$ cat config.mk
export PLATFORM = sky130hd
export DESIGN_NAME = pwl_div
export DESIGN_NICKNAME = d
export VERILOG_FILES = /design/src/sv/pwl_pkg.sv /design/src/sv/pwl_div.sv
export SDC_FILE = /design/constraint.sdc
export NUM_CORES = 1
export LEC_CHECK = 0
export BUFFER_PORTS_ARGS = -buffer_cell sky130_fd_sc_hd__clkbuf_2
export CORE_UTILIZATION = 58
export CTS_CLUSTER_SIZE = 16
export DETAILED_ROUTE_END_ITERATION = 7
export GPL_TIMING_DRIVEN = 0
export PLACE_DENSITY = 0.77
export SYNTH_ARGS = -nofsm -noshare
export SYNTH_HDL_FRONTEND = slang
export SYNTH_SLANG_ARGS = --single-unit
$ cat constraint.sdc
create_clock -name clk_i -period 5.2 [get_ports clk_i]
set_clock_uncertainty 0.1 [all_clocks]
set_input_delay 0 -clock clk_i [delete_from_list [all_inputs] [get_ports clk_i]]
set_output_delay 0 -clock clk_i [all_outputs]
set_load 0.05 [all_outputs]
$ cat src/sv/pwl_pkg.sv
// ----------------------------------------------------------------------------
// pwl_pkg
// Types and constants shared by the piecewise-linear table interpolator.
// ----------------------------------------------------------------------------
package pwl_pkg;

  localparam int unsigned ValW    = 32;
  localparam int unsigned EntryW  = 8;
  localparam int unsigned LenW    = 9;
  localparam int unsigned ModeW   = 2;
  localparam int unsigned CfgIdxW = 1;
  localparam int unsigned CfgDatW = 9;
  localparam int unsigned NumW    = 64;
  localparam int unsigned DenW    = 33;

  typedef enum logic [0:0] {
    KIND_LOAD  = 1'b0,
    KIND_QUERY = 1'b1
  } kind_e;

  typedef enum logic [ModeW-1:0] {
    MODE_EXACT  = 2'd0,
    MODE_LINEAR = 2'd1,
    MODE_STAIRS = 2'd2
  } mode_e;

  typedef enum logic [2:0] {
    ST_OK       = 3'd0,
    ST_RANGE    = 3'd1,
    ST_NOTFOUND = 3'd2,
    ST_ORDER    = 3'd3,
    ST_INDEX    = 3'd4
  } status_e;

  typedef enum logic [CfgIdxW-1:0] {
    CFG_INTERP_MODE  = 1'd0,
    CFG_TABLE_LENGTH = 1'd1
  } cfg_idx_e;

  localparam logic [LenW-1:0] LenReset = 9'd2;

  typedef enum logic [3:0] {
    S_IDLE, S_LD_CHK, S_LD_CMP, S_Q_CHK, S_Q_LAST, S_Q_RANGE, S_BS, S_BS_CMP,
    S_SEG_L, S_SEG_R, S_EVAL, S_MUL1, S_MUL2, S_DIV_GO, S_DIV_WAIT, S_EMIT
  } state_e;

  typedef struct packed {
    logic                    kind;
    logic [EntryW-1:0]       entry_index;
    logic signed [ValW-1:0]  x_value;
    logic signed [ValW-1:0]  f_value;
  } in_item_t;

  typedef struct packed {
    logic signed [ValW-1:0]  result_value;
    logic [EntryW-1:0]       segment_index;
    logic [2:0]              status;
  } out_item_t;

endpackage

$ cat src/sv/pwl_div.sv
// ----------------------------------------------------------------------------
// pwl_div
// Radix-2 restoring divider, signed dividend by positive divisor, truncating.
// ----------------------------------------------------------------------------
module pwl_div (
  input  logic                              clk_i,
  input  logic                              rst_ni,
  input  logic                              start_i,
  input  logic signed [pwl_pkg::NumW-1:0]   num_i,
  input  logic [pwl_pkg::DenW-1:0]          den_i,
  output logic                              done_o,
  output logic signed [pwl_pkg::ValW-1:0]   quo_o
);

  localparam int unsigned QW   = pwl_pkg::ValW;
  localparam int unsigned DW   = pwl_pkg::DenW;
  localparam int unsigned CntW = $clog2(QW);

  logic [DW-1:0]   rem_q, rem_d, den_q;
  logic [QW-1:0]   quo_q, quo_d;
  logic [CntW-1:0] cnt_q;
  logic            run_q, done_q, neg_q;
  logic [pwl_pkg::NumW-1:0] mag;
  logic [DW:0]     trial;
  logic            fits;

  // quotient magnitude stays below 2^32, so the upper half is already below den
  assign mag   = num_i[pwl_pkg::NumW-1] ? pwl_pkg::NumW'(-num_i) : num_i;
  assign trial = {rem_q, quo_q[QW-1]};
  assign fits  = trial >= {1'b0, den_q};

  always_comb begin
    rem_d = fits ? DW'(trial - {1'b0, den_q}) : trial[DW-1:0];
    quo_d = {quo_q[QW-2:0], fits};
  end

  always_ff @(posedge clk_i or negedge rst_ni) begin
    if (!rst_ni) begin
      run_q  <= 1'b0;
      done_q <= 1'b0;
      cnt_q  <= '0;
    end else begin
      done_q <= 1'b0;
      if (start_i) begin
        run_q <= 1'b1;
        cnt_q <= '0;
      end else if (run_q) begin
        cnt_q <= cnt_q + 1'b1;
        if (cnt_q == CntW'(QW - 1)) begin
          run_q  <= 1'b0;
          done_q <= 1'b1;
        end
      end
    end
  end

  always_ff @(posedge clk_i) begin
    if (start_i) begin
      rem_q <= DW'(mag[pwl_pkg::NumW-1:QW]);
      quo_q <= mag[QW-1:0];
      den_q <= den_i;
      neg_q <= num_i[pwl_pkg::NumW-1];
    end else if (run_q) begin
      rem_q <= rem_d;
      quo_q <= quo_d;
    end
  end

  assign done_o = done_q;
  assign quo_o  = neg_q ? -$signed(quo_q) : $signed(quo_q);

endmodule
### Yosys cells after proc, flatten, opt, wreduce, memory -nomap -nowiden

Index checks and enable logic that the tools add are counted.

| operators by class | value |
|---|---|
| $add $sub $neg | 4 |
| magnitude comparators | 1 |
| equal/unequal tests | 1 |
| muxes and demuxes | 15 |
| reduce and logical (&&, ||, !) cells | 1 |

Operator list:

| cell | count |
|---|---|
| 32-bit 2-to-1 mux | 5 |
| 64-bit 2-to-1 mux | 1 |
| 64-bit negation | 1 |
| 34-bit by 33-bit >= comparator with 1-bit output | 1 |
| 33-bit 2-to-1 mux | 1 |
| 33-bit subtractor | 1 |
| 32-bit negation | 1 |
| 5-bit 2-to-1 mux | 2 |
| 1-bit 2-to-1 mux | 6 |
| 5-bit by 1-bit adder with 5-bit output, second input constant | 1 |
| 5-bit equality test, second input constant | 1 |
| 2-bit nonzero test | 1 |

| storage, ports and cells | value |
|---|---|
| register bits after elaboration | 106 |
| input port bits | 100 |
| output and inout bits | 33 |

### Depth between registers and ports, before layout

Gate-level depths: netlist (run 1).

| logic depth | value |
|---|---|
| word-level depth | 4 |
| depth in mapped cells | 14 |
| mapped depth without buffers | 12 |

### Worst setup path before layout (run 1)

No wires, ideal clock.

| timing | value |
|---|---|
| path type | flip-flop to flip-flop |
| from | reg quo_q[31] |
| to | reg rem_q[28], data pin |
| data arrival time | 3,433 ps |
| data required time | 4,941 ps |
| path slack | 1,508 ps |
| stages on the path, launching flop included | 14 |
| cell sequence | edfxtp_1 > inv_1 > ha_1 > inv_1 > fa_1 > a21o_1 > a221oi_1 > o22ai_1 > o21ai_0 > a21boi_1 > a211oi_1 > buf_2 > a21oi_1 > a22oi_1 |

| on the way | value |
|---|---|
| cells in the longest elaborated chain, start to end | 4 |

Ends and longest elaborated chain:

| element | line | text |
|---|---|---|
| start, declared | pwl_div.sv:20 | `logic [QW-1:0] quo_q, quo_d;` |
| start signal, assigned | pwl_div.sv:60 | `quo_q <= mag[QW-1:0];` |
| start signal, assigned | pwl_div.sv:65 | `quo_q <= quo_d;` |
| 33-bit subtractor or 34-bit by 33-bit >= comparator with 1-bit output (tied branches) | pwl_div.sv:33, pwl_div.sv:30 |  |
| 33-bit 2-to-1 mux (*) | pwl_div.sv:33 | `rem_d = fits ? DW'(trial - {1'b0, den_q}) : trial[DW-1:0];` |
| 32-bit 2-to-1 mux (*) | pwl_div.sv:63 | `end else if (run_q) begin` |
| 32-bit 2-to-1 mux (*) | pwl_div.sv:58 | `if (start_i) begin` |
| end signal, assigned | pwl_div.sv:59 | `rem_q <= DW'(mag[pwl_pkg::NumW-1:QW]);` |
| end signal, assigned | pwl_div.sv:64 | `rem_q <= rem_d;` |
| end, declared | pwl_div.sv:19 | `logic [DW-1:0] rem_q, rem_d, den_q;` |

Every way passes the cells marked *; elsewhere a longest branch is shown, timed or not. The select of a mux whose other input is x is not followed.
A chain may end at the register's enable or synchronous reset.

### Worst setup path in the final report (run 1)

| timing | value |
|---|---|
| from | reg quo_q[31] |
| to | reg rem_q[22], data pin |

Same word-level chain as after synthesis.

==> results of run 1 <==
-- cell type report --
class                      instances  area, µm²
tap                              180      225.2
multi-input combinational        715       4863
clock inverter                     7      75.07
fill                            1082       3801
inverter                          48      180.2
buffer                            42      165.2
clock buffer                       9      225.2
timing repair buffer             192       1261
sequential                       106       3138
-- worst paths after layout --
| kind | to | slack (ns) | depth (start not counted) |
|---|---|---|---|
| hold reg to reg | cnt_q[3]$_DFFE_PN0P_ | 0.44 | 2 |
| max in group asynchronous | cnt_q[3]$_DFFE_PN0P_ | 4.27 | 3 |
| setup / recovery | rem_q[22]$_DFFE_PP_ | 0.21 | 14 |
| hold / removal | quo_q[22]$_DFFE_PP_ | 0.009 | 3 |
| min in group asynchronous | cnt_q[2]$_DFFE_PN0P_ | 0.49 | 3 |
| setup reg to reg | rem_q[22]$_DFFE_PP_ | 0.21 | 14 |
-- synth_stat cells, types with 4 or more instances --
cell and count:
sky130_fd_sc_hd__o21ai_0 59, sky130_fd_sc_hd__a22oi_1 9, sky130_fd_sc_hd__o211ai_1 5, sky130_fd_sc_hd__nor4_1 9
sky130_fd_sc_hd__a21oi_1 69, sky130_fd_sc_hd__a31oi_1 4, sky130_fd_sc_hd__o31ai_1 19, sky130_fd_sc_hd__or2_2 6
sky130_fd_sc_hd__and3_1 6, sky130_fd_sc_hd__nand2_1 74, sky130_fd_sc_hd__nor2_1 72, sky130_fd_sc_hd__nand4_1 10
sky130_fd_sc_hd__or4_1 11, sky130_fd_sc_hd__clkbuf_1 31, sky130_fd_sc_hd__buf_1 7, sky130_fd_sc_hd__a21o_1 14
sky130_fd_sc_hd__inv_1 47, sky130_fd_sc_hd__nor2b_1 5, sky130_fd_sc_hd__o41ai_1 18, sky130_fd_sc_hd__mux2i_1 38
sky130_fd_sc_hd__a211oi_1 6, sky130_fd_sc_hd__dfrtp_1 7, sky130_fd_sc_hd__o21a_1 5, sky130_fd_sc_hd__or3_1 17
sky130_fd_sc_hd__xnor2_1 58, sky130_fd_sc_hd__xor2_1 61, sky130_fd_sc_hd__edfxtp_1 98, sky130_fd_sc_hd__a211o_1 4
sky130_fd_sc_hd__ha_1 37, sky130_fd_sc_hd__nand3_1 25, sky130_fd_sc_hd__nand2b_1 13, sky130_fd_sc_hd__nor3_1 16
-- worst reg2reg max path: stages (launching register included) --
cell                       delay (ns)
sky130_fd_sc_hd__edfxtp_1        0.36
sky130_fd_sc_hd__inv_1           0.18
sky130_fd_sc_hd__ha_1            0.22
sky130_fd_sc_hd__inv_1           0.06
sky130_fd_sc_hd__fa_1            0.40
sky130_fd_sc_hd__a21o_1          0.21
sky130_fd_sc_hd__a221oi_1        0.81
sky130_fd_sc_hd__o22ai_1         0.44
sky130_fd_sc_hd__o21ai_0         0.39
sky130_fd_sc_hd__a21boi_1        0.20
sky130_fd_sc_hd__a211o_1         0.35
sky130_fd_sc_hd__buf_2           0.24
sky130_fd_sc_hd__clkbuf_1        0.32
sky130_fd_sc_hd__o311ai_0        0.25
sky130_fd_sc_hd__a22oi_1         0.18
-- cells by family (layout without fill, tap and decap cells) --
family / count (synthesis) / count (layout)
multiplexers: 39 / 39
XOR/XNOR: 119 / 119
AO/OA/AOI/OAI: 243 / 243
AND/OR/NAND/NOR: 276 / 276
buffers and inverters: 90 / 298
adder cells (fa/ha/maj): 38 / 38
flip-flops: 106 / 106
-- layer usage --
layer,vias up,share of wire (%),track usage (%)
met4,0,3.0,13.04
met1,3737,43,43.75
met5,-,0,0
met2,409,47,53.71
met3,61,7.7,5.946
li1,3781,-,-
-- sequential cells by signal, indices dropped and copies added, names as in the netlist --
name / flops
cnt_q: 5
den_q: 33
done_o: 1
neg_q: 1
quo_q: 32
rem_q: 33
run_q: 1
-- metrics by stage --
stage               utilization (%)  worst slack [ns]
floorplan                         -             1.508
global placement              66.17            0.3112
detailed placement            66.22            0.2392
CTS                           72.69            0.2415
global route                  72.72            0.1373
finish                        72.72            0.2109
-- power by group --
group / internal (mW) / switching [mW]
sequential: 1.18 / 0.156
combinational: 0.984 / 1.56
clock: 0.378 / 0.327
total: 2.55 / 2.04
-- timing repair --
item	4_1_cts	5_1_grt
endpoints found under the setup margin	0	3
resized for setup	0	1
endpoints found under the hold margin	65	0
buffers inserted	0	0
hold buffers	60	0
==> impl.org, run 1 <==
** Status
- Run status :: finished, final reports clean

** Hold path
- Worst min-delay path startpoint :: num_i[22]
- Worst hold path type :: in -> reg

** Power
- In this run the power density over the cells is 452.5 nW/µm².
- P_leak :: roughly 4.2 nW
- After layout, the design draws a total of between 4 and 5 mW.
- Largest vdd supply drop :: around 300 µV

** Synthesis
- By area, the combinational part of the netlist is dominated by compound AO/OA/AOI/OAI gates.
- In this run the mean area of a mapped cell was roughly 9 µm².
- Cells after synthesis :: 911
- Measured against the total synthesized area, the mux share comes to ~4.7%.
- Yosys printed 0 warnings.
- After synthesis, flip-flops and latches occupy 37.65% of the total area.
- The synthesized netlist devotes approximately 13% of its cell area to XOR and XNOR gates.
- Synthesized area :: roughly 8300 µm²
- Total nets after synthesis :: between 1000 and 1500
- Post-synth top area share :: approximately a third
- Adder and majority gate portion of the synthesized area :: about 5.8%
- Flops & latches, synth :: approximately 110
- Number of enable flip-flop cells after synthesis :: 98
- Synth area leader :: sky130_fd_sc_hd__edfxtp_1
- For this run, asynchronously set or reset flops after synthesis account for roughly 6.6%.
- Of the total synthesized cell area, the portion taken by AND, OR, NAND and NOR gates is 16.24%.
- Post-synthesis compound-gate area fraction :: between 10% and 20%
- Predominant post-synthesis flop cell :: sky130_fd_sc_hd__edfxtp_1
- By area the synthesized netlist is led by sky130_fd_sc_hd__edfxtp_1 35%, sky130_fd_sc_hd__xor2_1 6.4%, sky130_fd_sc_hd__xnor2_1 6.1%, sky130_fd_sc_hd__ha_1 5.6%, sky130_fd_sc_hd__mux2i_1 4.6%.
- The synthesized netlist contains 67 unique library cells.

** STA
- The smallest clock period supported by the final layout is computed as approximately 5.0 ns.
- Headroom to the max-slew limit :: between 30 and 40%
- Endpoints failing hold :: 0
- WHS :: 0.008829 ns
- Max Clock Freq :: ~200 MHz
- Unrepaired setup endpoints after global routing :: no
- The final max-slew violation count was 0.
- Final setup violating endpoints :: 0
- For the pin with the worst max-slew slack, the measured transition is 0.9856 ns.
- Dividing the final minimum period by the clock period gives between 90% and 100%.
- Setup tns final :: 0 ns

** Setup path
- The cell that appears most often on the critical path is sky130_fd_sc_hd__inv_1.
- Endpoint kind of the worst setup timing path :: flip-flop
- The worst setup path is launched from a flip-flop.
- In this run the worst setup path begins at quo_q[31]$_DFFE_PP_.
- Along the worst path, the maximum fanout reaches 10.
- The startpoint identified for the worst register-to-register timing path is quo_q[31]$_DFFE_PP_.
- Cell breakdown of the critical path :: inv_1 > ha_1 > inv_1 > fa_1 > a21o_1 > a221oi_1 > o22ai_1 > o21ai_0 > a21boi_1 > a211o_1 > buf_2 > clkbuf_1 > o311ai_0 > a22oi_1
- Crit-path max cell delay :: around 0.81 ns
- The slowest stage of the critical path is the sky130_fd_sc_hd__a221oi_1 cell.
- On the critical path the largest part of the delay comes from compound AO/OA/AOI/OAI gates.
- The critical path contains buffers and inverters numbering 4 combined.
- Data arrival time at the worst-slack endpoint :: ~5.0 ns
- The critical path is of the reg -> reg type.
- Crit path required time :: between 5 and 6 ns

** Place
- Weighted congestion reported at the end of routability-driven placement :: roughly 1
- Number of cells in the design after placement :: 1223
- Input/output buffers :: between 100 and 150
- Summed over all nets, the half-perimeter wirelength after detailed placement is approximately 18000 µm.
- Summing all placed instances gives a cell area of 9228 µm².

** Layout
- Most common cell after layout, fill and taps aside :: sky130_fd_sc_hd__clkbuf_2
- Once layout is done, the placed cells without fillers occupy around 10000 µm².
- The library cells used most frequently in the layout, excluding fill and tap cells, are 132 x sky130_fd_sc_hd__clkbuf_2, 98 x sky130_fd_sc_hd__edfxtp_1, 73 x sky130_fd_sc_hd__nand2_1.
- Area growth from synthesis to layout :: 21.59%
- The finished layout holds roughly 1300 standard cells, fillers aside.
- Layout cell share with drive strength beyond 1 :: between 10% and 20%
- The number of antenna diodes in the final layout is 0.
- The final layout contains 1252 nets.

** Clock network
- After clock tree synthesis, the clock-pin slew on the worst setup and hold paths is 0.07 ns.
- Insertion delay of the later-clocked pin in the worst-skew pair :: roughly 0.36 ns
- For this design, the sink count on the clock tree is 106.
- TritonCTS built the clock tree.
- The H-tree was split into 3 levels.
- Counting the buffers created by CTS gives 9.
- Largest buffer count on any clock path :: 2
- Root buffer selected by CTS :: sky130_fd_sc_hd__clkbuf_16

** Route
- Detailed routing inserted a total of approximately 8000 vias.
- Final ANT Viol Nets :: 0
- For this run, design rule violations remaining after detail routing come to 0.
- Detailed Route WL :: between 20000 and 25000 µm
- The detailed router finished its first iteration with 799 violations.
- Dividing the detail-routed wire length by the instance count gives approximately 19 µm.
- Dividing the detail-routed via count by the number of cells gives 6.149.
- The first detailed-routing pass took 6 iterations.

** GRT
- The initial antenna violation count was 0.
- GR Util All Layers :: roughly 33%
- Wire length of the first global-routing pass :: about 38000 µm
- Number of global-route vias before repair :: between 7000 and 8000
- After global routing the overflow that remains totals 0.
- Pin count of the biggest net entering global routing :: 65

** Die
- Core Box Area :: about 14000 µm²
- The die covers 14850 µm².
- Initial cell density of the core :: 59.81%
- Floorplan row count :: 43
- Measured along the y axis, the die boundary spans approximately 120 µm.
- Number of I/O pins :: approximately 130
- The floorplan step set the die width to 121.9 µm.

** Job
- Max-cap violations in this run came to 0.
(Power assumes the default switching activity.)
==> run 2: changes to the inputs <==
--- a/config.mk
+++ b/config.mk
@@ -5,12 +5,15 @@
 export SDC_FILE = /design/constraint.sdc
 export NUM_CORES = 1
 export LEC_CHECK = 0
+export ABC_AREA = 1
 export BUFFER_PORTS_ARGS = -buffer_cell sky130_fd_sc_hd__clkbuf_2
-export CORE_UTILIZATION = 58
+export CORE_ASPECT_RATIO = 1.5
+export CORE_UTILIZATION = 60
 export CTS_CLUSTER_SIZE = 16
 export DETAILED_ROUTE_END_ITERATION = 7
 export GPL_TIMING_DRIVEN = 0
-export PLACE_DENSITY = 0.77
+export PLACE_DENSITY = 0.78
+export SETUP_SLACK_MARGIN = 0.3
 export SYNTH_ARGS = -nofsm -noshare
 export SYNTH_HDL_FRONTEND = slang
 export SYNTH_SLANG_ARGS = --single-unit
==> impl.org, run 2 <==
** Clock network
- TritonCTS built the clock tree.
- The TritonCTS sink count came to 106 (unchanged).
- Clock tree synthesis selected as its root buffer the cell sky130_fd_sc_hd__clkbuf_16.
- The clock buffer count from CTS was 9 (unchanged).
- Insertion delay of the later-clocked pin in the worst-skew pair :: 0.37 ns (about the same)
- Clock transition at the registers of the reported paths :: 0.08 ns (about the same)
- Largest buffer count on any clock path :: 2 (unchanged)
- H-tree depth :: 3 (unchanged)

** Power
- Cell-internal power :: 2.523 mW (-0.91%)
- Total power density per cell area :: 408.9 nW/µm² (-9.6%)
- Part of the power in registers :: 26.0% (-3.2 points)
- Clock network fraction of total power :: 13.8% (-1.6 points)
- The reported leakage power is 6.217 nW (+47%).
- The largest voltage drop on the vdd net is 296.4 µV (-1.0%).
- The power spent charging and discharging nets is 2.528 mW (+24%).
- Net switching share of the total power :: 50.05% (+5.6 points)
- The relative contribution of combinational cells to total power was 60.1% (+4.7 points).

** Layout
- The count of fill cells added during filler insertion is 1421 (+31%).
- The fraction of layout cells with a size suffix above 1 came to 10.52% (-4.3 points).
- The number of antenna diodes is 0 (unchanged).
- Nets :: 1987 (+59%)
- Largest registers in the final layout :: den_q (33), rem_q (33), quo_q (32)
- Area growth from synthesis to layout :: 19.14%
- Most common cell after layout, fill and taps aside :: sky130_fd_sc_hd__nand2_1
- The top cell types in the final layout, fill and taps aside, are 573 x sky130_fd_sc_hd__nand2_1, 246 x sky130_fd_sc_hd__inv_1, 170 x sky130_fd_sc_hd__nor2_1.

** Die
- Core Box Area :: 16840 µm² (+21%)
- The number of placement rows was 58 (+35%).
- The die area is 17820 µm² (+20%).
- The die extent in x came to 109.3 µm (-10%).
- Number of I/O pins :: 133 (unchanged)
- The initial standard-cell utilization of the core came to 61.59% (+1.8 points).
- Y dimension of the die :: 163 µm (+34%)

** GRT
- Wire length of the first global-routing pass :: 57370 µm (+53%)
- GR Util All Layers :: 43.53% (+10 points)
- The maximum number of pins on one net before global-route repair is 36 (-45%).
- Number of global-route vias before repair :: 11630 (+54%)
- The initial antenna violation count is 0 (unchanged).
- Total grt overflow :: 0 (unchanged)

** STA
- The transition time of the tightest slew-check pin was 0.9877 ns (+0.002022 ns).
- Headroom to the max-slew limit :: 34.16% (-0.13 points)
- The setup slack after layout is 2.183 ns (+1.972 ns).
- The final max-slew violation count is 0 (unchanged).
- Endpoints failing hold :: 0 (unchanged)
- Shortest clock period the worst path allows after layout :: 3.017 ns (-1.972 ns)
- The final critical-path share of the clock period came to 58.02% (-38 points).
- Setup tns final :: 0 ns (unchanged)
- Setup repair after global routing left no endpoint under its margin.
- Max Clock Freq :: 331.5 MHz (+65%)
- The number of setup violations in the final report was 0 (unchanged).

** Synthesis
- Cells after synthesis :: 1630 (+79%)
- Among all flip-flop cells after synthesis, the most frequent one is sky130_fd_sc_hd__edfxtp_1.
- The commonest cells after synthesis are 573 x sky130_fd_sc_hd__nand2_1, 247 x sky130_fd_sc_hd__inv_1, 170 x sky130_fd_sc_hd__nor2_1, 148 x sky130_fd_sc_hd__nand3_1, 98 x sky130_fd_sc_hd__edfxtp_1.
- The mean instance size in the synthesized netlist is 6.361 µm² (-30%).
- Proportion of synthesized chip area in sequential cells :: 30.26% (-7.4 points)
- Synth area leader :: sky130_fd_sc_hd__edfxtp_1
- Post-synth cell types :: 42 (-37%)
- Total number of yosys warnings :: 0 (unchanged)
- The proportion of synthesized flip-flops having asynchronous set or reset was 6.604% (unchanged).
- The flip-flop and latch count after synthesis is 106 (unchanged).
- By instance count, the leading cell after synthesis is sky130_fd_sc_hd__nand2_1.
- The area of the mapped netlist came to 10370 µm² (+24%).
- Number of enable flip-flop cells after synthesis :: 98 (unchanged)
- Main area contributors after synthesis :: sky130_fd_sc_hd__edfxtp_1 28%, sky130_fd_sc_hd__nand2_1 21%, sky130_fd_sc_hd__inv_1 8.9%, sky130_fd_sc_hd__nand3_1 7.1%, sky130_fd_sc_hd__nor2_1 6.2%
- The number of nets produced by synthesis came to 1768 (+69%).
- The portion of synthesized cell area occupied by the leading cell type was 28.38% (-6.9 points).

** Setup path
- Endpoint kind of the worst setup timing path :: output port
- Critical path's slowest cell :: sky130_fd_sc_hd__edfxtp_1
- The worst setup path is launched from a flip-flop.
- The peak fanout along the critical path is 4 (-6).
- In this run the critical register-to-register path is launched from quo_q[31]$_DFFE_PP_.
- The required time of the critical path is 5.10 ns (-0.07 ns).
- The kind of cell with the highest combined delay along the critical path is simple AND/OR/NAND/NOR gates.
- The most critical setup path has its startpoint at quo_q[1]$_DFFE_PP_.
- The critical path in this run is classified as reg -> out.
- The highest cell delay on the worst timing path was 0.42 ns (-0.39 ns).
- The critical path buffer and inverter count came to 2 (-2).
- Data arrival time at the worst-slack endpoint :: 2.92 ns (-2.04 ns)
- Cell breakdown of the critical path :: inv_1 > ha_1 > nand3_1 > nor2_1 > nand2_1 > nor2_1 > nand3_1 > o21ai_0 > nand2_1 > xor2_1 > clkbuf_2

** Place
- The quantity of I/O buffers inserted on ports was 132 (unchanged).
- The HPWL reported at the end of detailed placement was 29010 µm (+65%).
- The final weighted congestion of routability-driven global placement is 1.005 (+2.5%).
- Worst slack at placement :: 2.179 ns (+1.940 ns)

** Route
- Detailed Route WL :: 37750 µm (+56%)
- Per-cell via count in the routed design :: 5.696 (-7.4%)
- The total number of vias came to 11760 (+47%).
- The detailed router's first-iteration violation count is 933 (+17%).
- The per-cell routed wire length came to 18.29 µm (-1.6%).
- The number of remaining DRC errors is 0 (unchanged).
- Detailed Routing Iterations Pass 1 :: 6 (unchanged)
- Final ANT Viol Nets :: 0 (unchanged)

** Job
- Max Cap Violations :: 0 (unchanged)

** Hold path
- In this run the most critical hold path is launched from num_i[7].
- The min-delay analysis places its worst path in the category in -> reg.

** Status
- Run status :: finished, final reports clean
## run 2: worst paths after layout
path	depth (start not counted)	slack (ns)	to
max in group asynchronous	3	4.24	cnt_q[1]$_DFFE_PN0P_
max	11	2.18	quo_o[28]
min	3	0.01	quo_q[7]$_DFFE_PP_
min reg2reg	1	0.45	cnt_q[4]$_DFFE_PN0P_
max reg2reg	16	2.28	rem_q[28]$_DFFE_PP_
min in group asynchronous	3	0.51	cnt_q[4]$_DFFE_PN0P_
## run 2: layout make-up
type	instances	area, µm²	share of cell area [%]
buffer	40	220.2	1.783
clock buffer	9	225.2	1.823
clock inverter	7	65.06	0.5267
inverter	253	949.7	7.688
multi-input combinational	1231	6061	49.06
sequential	106	3138	25.40
tap	210	262.8	2.127
timing repair buffer	208	1431	11.59
## run 2: cell families (layout without fill, tap and decap cells)
family / count (synthesis) / after routing / synth area share, %
buffers and inverters: 293 / 517 / 11.28
AND/OR/NAND/NOR: 1026 / 1026 / 43.06
AO/OA/AOI/OAI: 103 / 103 / 5.334
XOR/XNOR: 64 / 64 / 5.406
adder cells (fa/ha/maj): 38 / 38 / 4.658
flip-flops: 106 / 106 / 30.26
## run 2: tightest hold or removal path, stage by stage
cell and delay (ns):
sky130_fd_sc_hd__clkbuf_2 0.11, sky130_fd_sc_hd__xnor2_1 0.08, sky130_fd_sc_hd__o21ai_0 0.17
## run 2: power groups by stage
| stage | sequential, mW | combinational (mW) | clock, mW |
|---|---|---|---|
| after floorplan | 1.25 | 2.18 | 0 |
| after global placement | 1.31 | 2.80 | 0 |
| after detailed placement | 1.31 | 2.86 | 0 |
| after CTS | 1.30 | 2.94 | 0.695 |
| after global routing | 1.33 | 3.34 | 0.724 |
| final | 1.31 | 3.04 | 0.700 |
## run 2: layer usage
metal	up-vias	part of all wire (%)	track usage, %	wire, µm
met5	-	0	0	0
li1	5650	-	-	-
met4	0	10	40.36	3912
met1	5224	33	41.03	12500
met2	651	50	76.87	18720
met3	231	6.9	8.764	2616
## run 2: per-stage QoR
| stage | utilization [%] | total power, mW | instances | area (µm²) | hold WS (ns) |
|---|---|---|---|---|---|
| after floorplan | - | 3.429 | 1630 | 10370 | -0.3956 |
| after global placement | 67.07 | 4.109 | 1972 | 11290 | -0.2599 |
| after detailed placement | 67.19 | 4.178 | 1973 | 11310 | -0.2584 |
| after CTS | 73.37 | 4.931 | 2064 | 12350 | 0.006787 |
| after global routing | 73.37 | 5.390 | 2064 | 12350 | 0.03488 |
| final | 73.37 | 5.052 | 2064 | 12350 | 0.01183 |
## run 2: timing repair
item,CTS,global route
buffers inserted,0,0
endpoints found under the hold margin,80,0
resized for setup,0,0
hold buffers,75,0
==> run 3: changes to the inputs <==
--- a/config.mk
+++ b/config.mk
@@ -5,14 +5,14 @@
 export SDC_FILE = /design/constraint.sdc
 export NUM_CORES = 1
 export LEC_CHECK = 0
-export ABC_AREA = 1
+export ABC_AREA = 0
 export BUFFER_PORTS_ARGS = -buffer_cell sky130_fd_sc_hd__clkbuf_2
 export CORE_ASPECT_RATIO = 1.5
-export CORE_UTILIZATION = 60
+export CORE_UTILIZATION = 58
 export CTS_CLUSTER_SIZE = 16
 export DETAILED_ROUTE_END_ITERATION = 7
 export GPL_TIMING_DRIVEN = 0
-export PLACE_DENSITY = 0.78
+export PLACE_DENSITY = 0.77
 export SETUP_SLACK_MARGIN = 0.3
 export SYNTH_ARGS = -nofsm -noshare
 export SYNTH_HDL_FRONTEND = slang
==> constraint.sdc (replaced) <==
create_clock -name clk_i -period 3.05 [get_ports clk_i]
set_clock_uncertainty 0.1 [all_clocks]
set_input_delay 0 -clock clk_i [delete_from_list [all_inputs] [get_ports clk_i]]
set_output_delay 0 -clock clk_i [all_outputs]
set_load 0.05 [all_outputs]
==> impl.org, run 3 (synthesized netlist as in run 1, its figures left out) <==
** Power
- The share of total power in sequential cells was 26.8% (+0.8 points).
- P_leak :: 4.686 nW (-25%)
- Total power density per cell area :: 771.8 nW/µm² (+89%)
- Net switching share of the total power :: 45.28% (-4.8 points)
- Switching power summed over all nets :: 3.935 mW (+56%)
- The part of the power in the clock network was 13.5% (-0.3 points).
- Largest vdd supply drop :: 649.2 µV (+120%)
- The relative contribution of combinational cells to total power was 59.6% (-0.5 points).
- The internal power came to 4.755 mW (+88%).

** Route
- The total number of vias is 8682 (-26%).
- The per-cell routed wire length was 22.04 µm (+21%).
- The routed via count divided by cell count came to 6.407 (+12%).
- Final ANT Viol Nets :: 0 (unchanged)
- Detailed Routing Iterations Pass 1 :: 5 (-1)
- Detailed Route WL :: 29870 µm (-21%)
- The number of remaining DRC errors was 0 (unchanged).
- Starting DRT DRC Count :: 796 (-15%)

** GRT
- The initial antenna violation count was 0 (unchanged).
- The via count of the first global-routing pass was 8724 (-25%).
- GR Util All Layers :: 38.81% (-4.7 points)
- The maximum number of pins on one net before global-route repair is 65 (+81%).
- The global-route wire length before repair was 43900 µm (-23%).
- Total grt overflow :: 0 (unchanged)

** Layout
- Antenna cells :: 0 (unchanged)
- The total number of nets in the final design came to 1296 (-35%).
- The library cell used most frequently in the layout, excluding fill and tap cells, is sky130_fd_sc_hd__clkbuf_2.
- In the final layout, the registers with the most flip-flops are den_q (33), rem_q (33), quo_q (32).
- Number of fill cells :: 864 (-39%)
- Post-route design area :: 11260 µm² (-8.9%)
- Reg area :: 3138 µm² (unchanged)
- The area growth from synthesis to layout is 35.10%.
- Layout cell share with drive strength beyond 1 :: 23.65% (+13 points)
- Multi-input gate area in the final layout :: 5398 µm² (-11%)
- In the layout the commonest cells are 116 x sky130_fd_sc_hd__clkbuf_2, 98 x sky130_fd_sc_hd__edfxtp_1, 71 x sky130_fd_sc_hd__nor2_1.

** Clock network
- Root buffer selected by CTS :: sky130_fd_sc_hd__clkbuf_16
- TritonCTS built the clock tree.
- The H-tree depth is 3 (unchanged).
- Clock net sink count :: 106 (unchanged)
- The clock insertion delay at the later pin of the skew report was 0.37 ns (about the same).
- Largest buffer count on any clock path :: 2 (unchanged)
- The clock buffer count from CTS is 9 (unchanged).
- The clock transition at the registers of the reported paths came to 0.08 ns (about the same).

** Setup path
- Crit-path max cell delay :: 0.39 ns (-0.03 ns)
- Count of cells along the worst register-to-register path :: 14 (-2)
- The largest individual stage delay along the critical path comes from the cell sky130_fd_sc_hd__edfxtp_1.
- Endpoint kind of the worst setup timing path :: flip-flop
- Type of the setup path with the least slack :: reg -> reg
- Counting stages on the worst path, the most repeated cell is sky130_fd_sc_hd__inv_2.
- Cell breakdown of the critical path :: inv_2 > ha_4 > inv_2 > fa_2 > a21o_1 > a221oi_4 > o22ai_4 > o21ai_2 > a21boi_2 > a211o_1 > buf_6 > clkbuf_16 > mux2i_2 > mux2i_1
- Worst flop-to-flop path startpoint :: quo_q[31]$_DFFE_PP_
- The kind of cell with the highest combined delay along the critical path is compound AO/OA/AOI/OAI gates.
- Data arrival time at the worst-slack endpoint :: 3.28 ns (+0.36 ns)
- The required time of the critical path was 3.04 ns (-2.06 ns).
- The peak fanout along the critical path came to 5 (+1).
- Crit Reg-Reg Endpoint :: rem_q[23]$_DFFE_PP_
- Kind of launch point of the worst setup path :: flip-flop
- The register-to-register path setup slack was -0.24 ns (-2.52 ns).
- The critical path buffer and inverter count was 4 (+2).

** Job
- The number of maximum-capacitance constraint violations came to 0 (unchanged).

** Die
- The number of placement rows came to 53 (-8.6%).
- Die footprint :: 14860 µm² (-17%)
- The number of I/O pins was 133 (unchanged).
- Core Box Area :: 13990 µm² (-17%)
- Y dimension of the die :: 148.8 µm (-8.7%)
- Chip Width :: 99.88 µm (-8.7%)
- Initial cell density of the core :: 59.56% (-2.0 points)

** Hold path
- The number of cells on the worst hold path is 4 (+1).
- The path class of the tightest hold or removal check is in -> reg.
- Worst min-delay path startpoint :: num_i[34]
- For hold timing, the worst endpoint is rem_q[2]$_DFFE_PP_.

** Place
- Input/output buffers :: 132 (unchanged)
- The HPWL reported at the end of detailed placement was 18660 µm (-36%).
- Weighted congestion reported at the end of routability-driven placement :: 0.9745 (-3.1%)
- DP Area :: 9384 µm² (-17%)

** STA
- For the finished layout, the period the worst path requires is 3.291 ns.
- Setup tns final :: -5.531 ns (-5.531 ns)
- Number of max-slew violations in the final report :: 0 (unchanged)
- Final setup violating endpoints :: 38 (+38)
- Static timing analysis puts the maximum clock frequency at 303.8 MHz.
- The relative slew slack is 24.16% (-10 points).
- Actual transition at the worst max-transition pin :: 1.138 ns (+0.1499 ns)
- The final-report hold violation count was 0 (unchanged).
- Worst-case setup margin in the final layout :: -0.2412 ns (-2.424 ns)
- Final Cycle Share :: 107.9%
- Unrepaired setup endpoints after global routing :: yes

** Status
- The run finished, with violations left.
- The final reports fail on setup timing.
[run 3: cell count changes in the layout (fill, tap and decap cells not counted), moves of 16 or more]
cell	delta
sky130_fd_sc_hd__inv_1	-201
sky130_fd_sc_hd__buf_4	+27
sky130_fd_sc_hd__nand3b_1	-43
sky130_fd_sc_hd__xnor2_1	+26
sky130_fd_sc_hd__clkbuf_2	-16
sky130_fd_sc_hd__xor2_1	+19
sky130_fd_sc_hd__mux2i_1	+34
sky130_fd_sc_hd__nand2_1	-503
sky130_fd_sc_hd__a21oi_1	+32
sky130_fd_sc_hd__nor2_1	-99
sky130_fd_sc_hd__nand3_1	-125
sky130_fd_sc_hd__or3_1	+16
sky130_fd_sc_hd__nand4_1	-23
[run 3: what timing repair did]
item	4_1_cts	5_1_grt
buffers inserted	28	9
gates cloned	0	1
setup endpoints to repair	116	126
hold buffers	66	0
gates resized for setup	99	49
hold endpoints to repair	71	0
pin swaps	37	21
[run 3: metal layers]
| metal | wire [µm] | GRT usage, % |
|---|---|---|
| met5 | 0 | 0 |
| met2 | 14790 | 68.48 |
| met3 | 2370 | 6.795 |
| met1 | 10170 | 41.13 |
| met4 | 2536 | 28.38 |
[run 3: final cells by class]
| class | instances | area share (%) |
|---|---|---|
| plain buffers | 42 | 1.867 |
| clock inverters | 7 | 0.5334 |
| inverters | 48 | 1.600 |
| repair buffers | 236 | 16.06 |
| flip-flops and latches | 106 | 27.87 |
| well taps | 192 | 2.134 |
| multi-input cells | 715 | 47.94 |
| clock buffers | 9 | 2.000 |
[run 3: worst min-delay path: cells and delay by family]
family	cells	cell delay (ns)
buffers and inverters	1	0.12
and+or+nand+nor	1	0.05
AOI/OAI and AO/OA	1	0.07
xor gates and xnor gates	1	0.12
[run 3: power by group through the flow]
stage | logic [mW] | registers, mW | clock network [mW]
after global routing | 5.52 | 2.36 | 1.21
after detailed placement | 4.32 | 2.31 | 0
after global placement | 4.25 | 2.30 | 0
after CTS | 4.79 | 2.29 | 1.16
final | 5.18 | 2.33 | 1.18
after floorplan | 3.36 | 2.20 | 0
[run 3: how the worst max path moves through the flow]
| stage | startpoint | endpoint | slack, ns | depth (start not counted) |
|---|---|---|---|---|
| after floorplan | quo_q[31]$_DFFE_PP_ | rem_q[23]$_DFFE_PP_ | -0.02 | 14 |
| after global placement | start_i | quo_q[4]$_DFFE_PP_ | -1.62 | 5 |
| after detailed placement | rem_q[22]$_DFFE_PP_ | rem_q[11]$_DFFE_PP_ | -0.52 | 11 |
| after CTS | quo_q[31]$_DFFE_PP_ | rem_q[23]$_DFFE_PP_ | -0.28 | 14 |
| after global routing | quo_q[31]$_DFFE_PP_ | rem_q[31]$_DFFE_PP_ | -0.36 | 15 |
| final | quo_q[31]$_DFFE_PP_ | rem_q[23]$_DFFE_PP_ | -0.24 | 14 |
[run 3: stage by stage]
step           setup slack [ns]  total power, mW  util [%]  hold slack, ns  instances
2_1_floorplan          -0.02269            5.568         -         -0.3956        911
3_3_place_gp             -1.620            6.554     67.01         -0.2529       1235
3_5_place_dp            -0.5185            6.625     67.07         -0.2497       1235
4_1_cts                 -0.2831            8.242     78.52        0.001192       1345
5_1_grt                 -0.3600            9.089     80.47         0.03663       1355
6_report                -0.2412            8.690     80.47        0.007290       1355
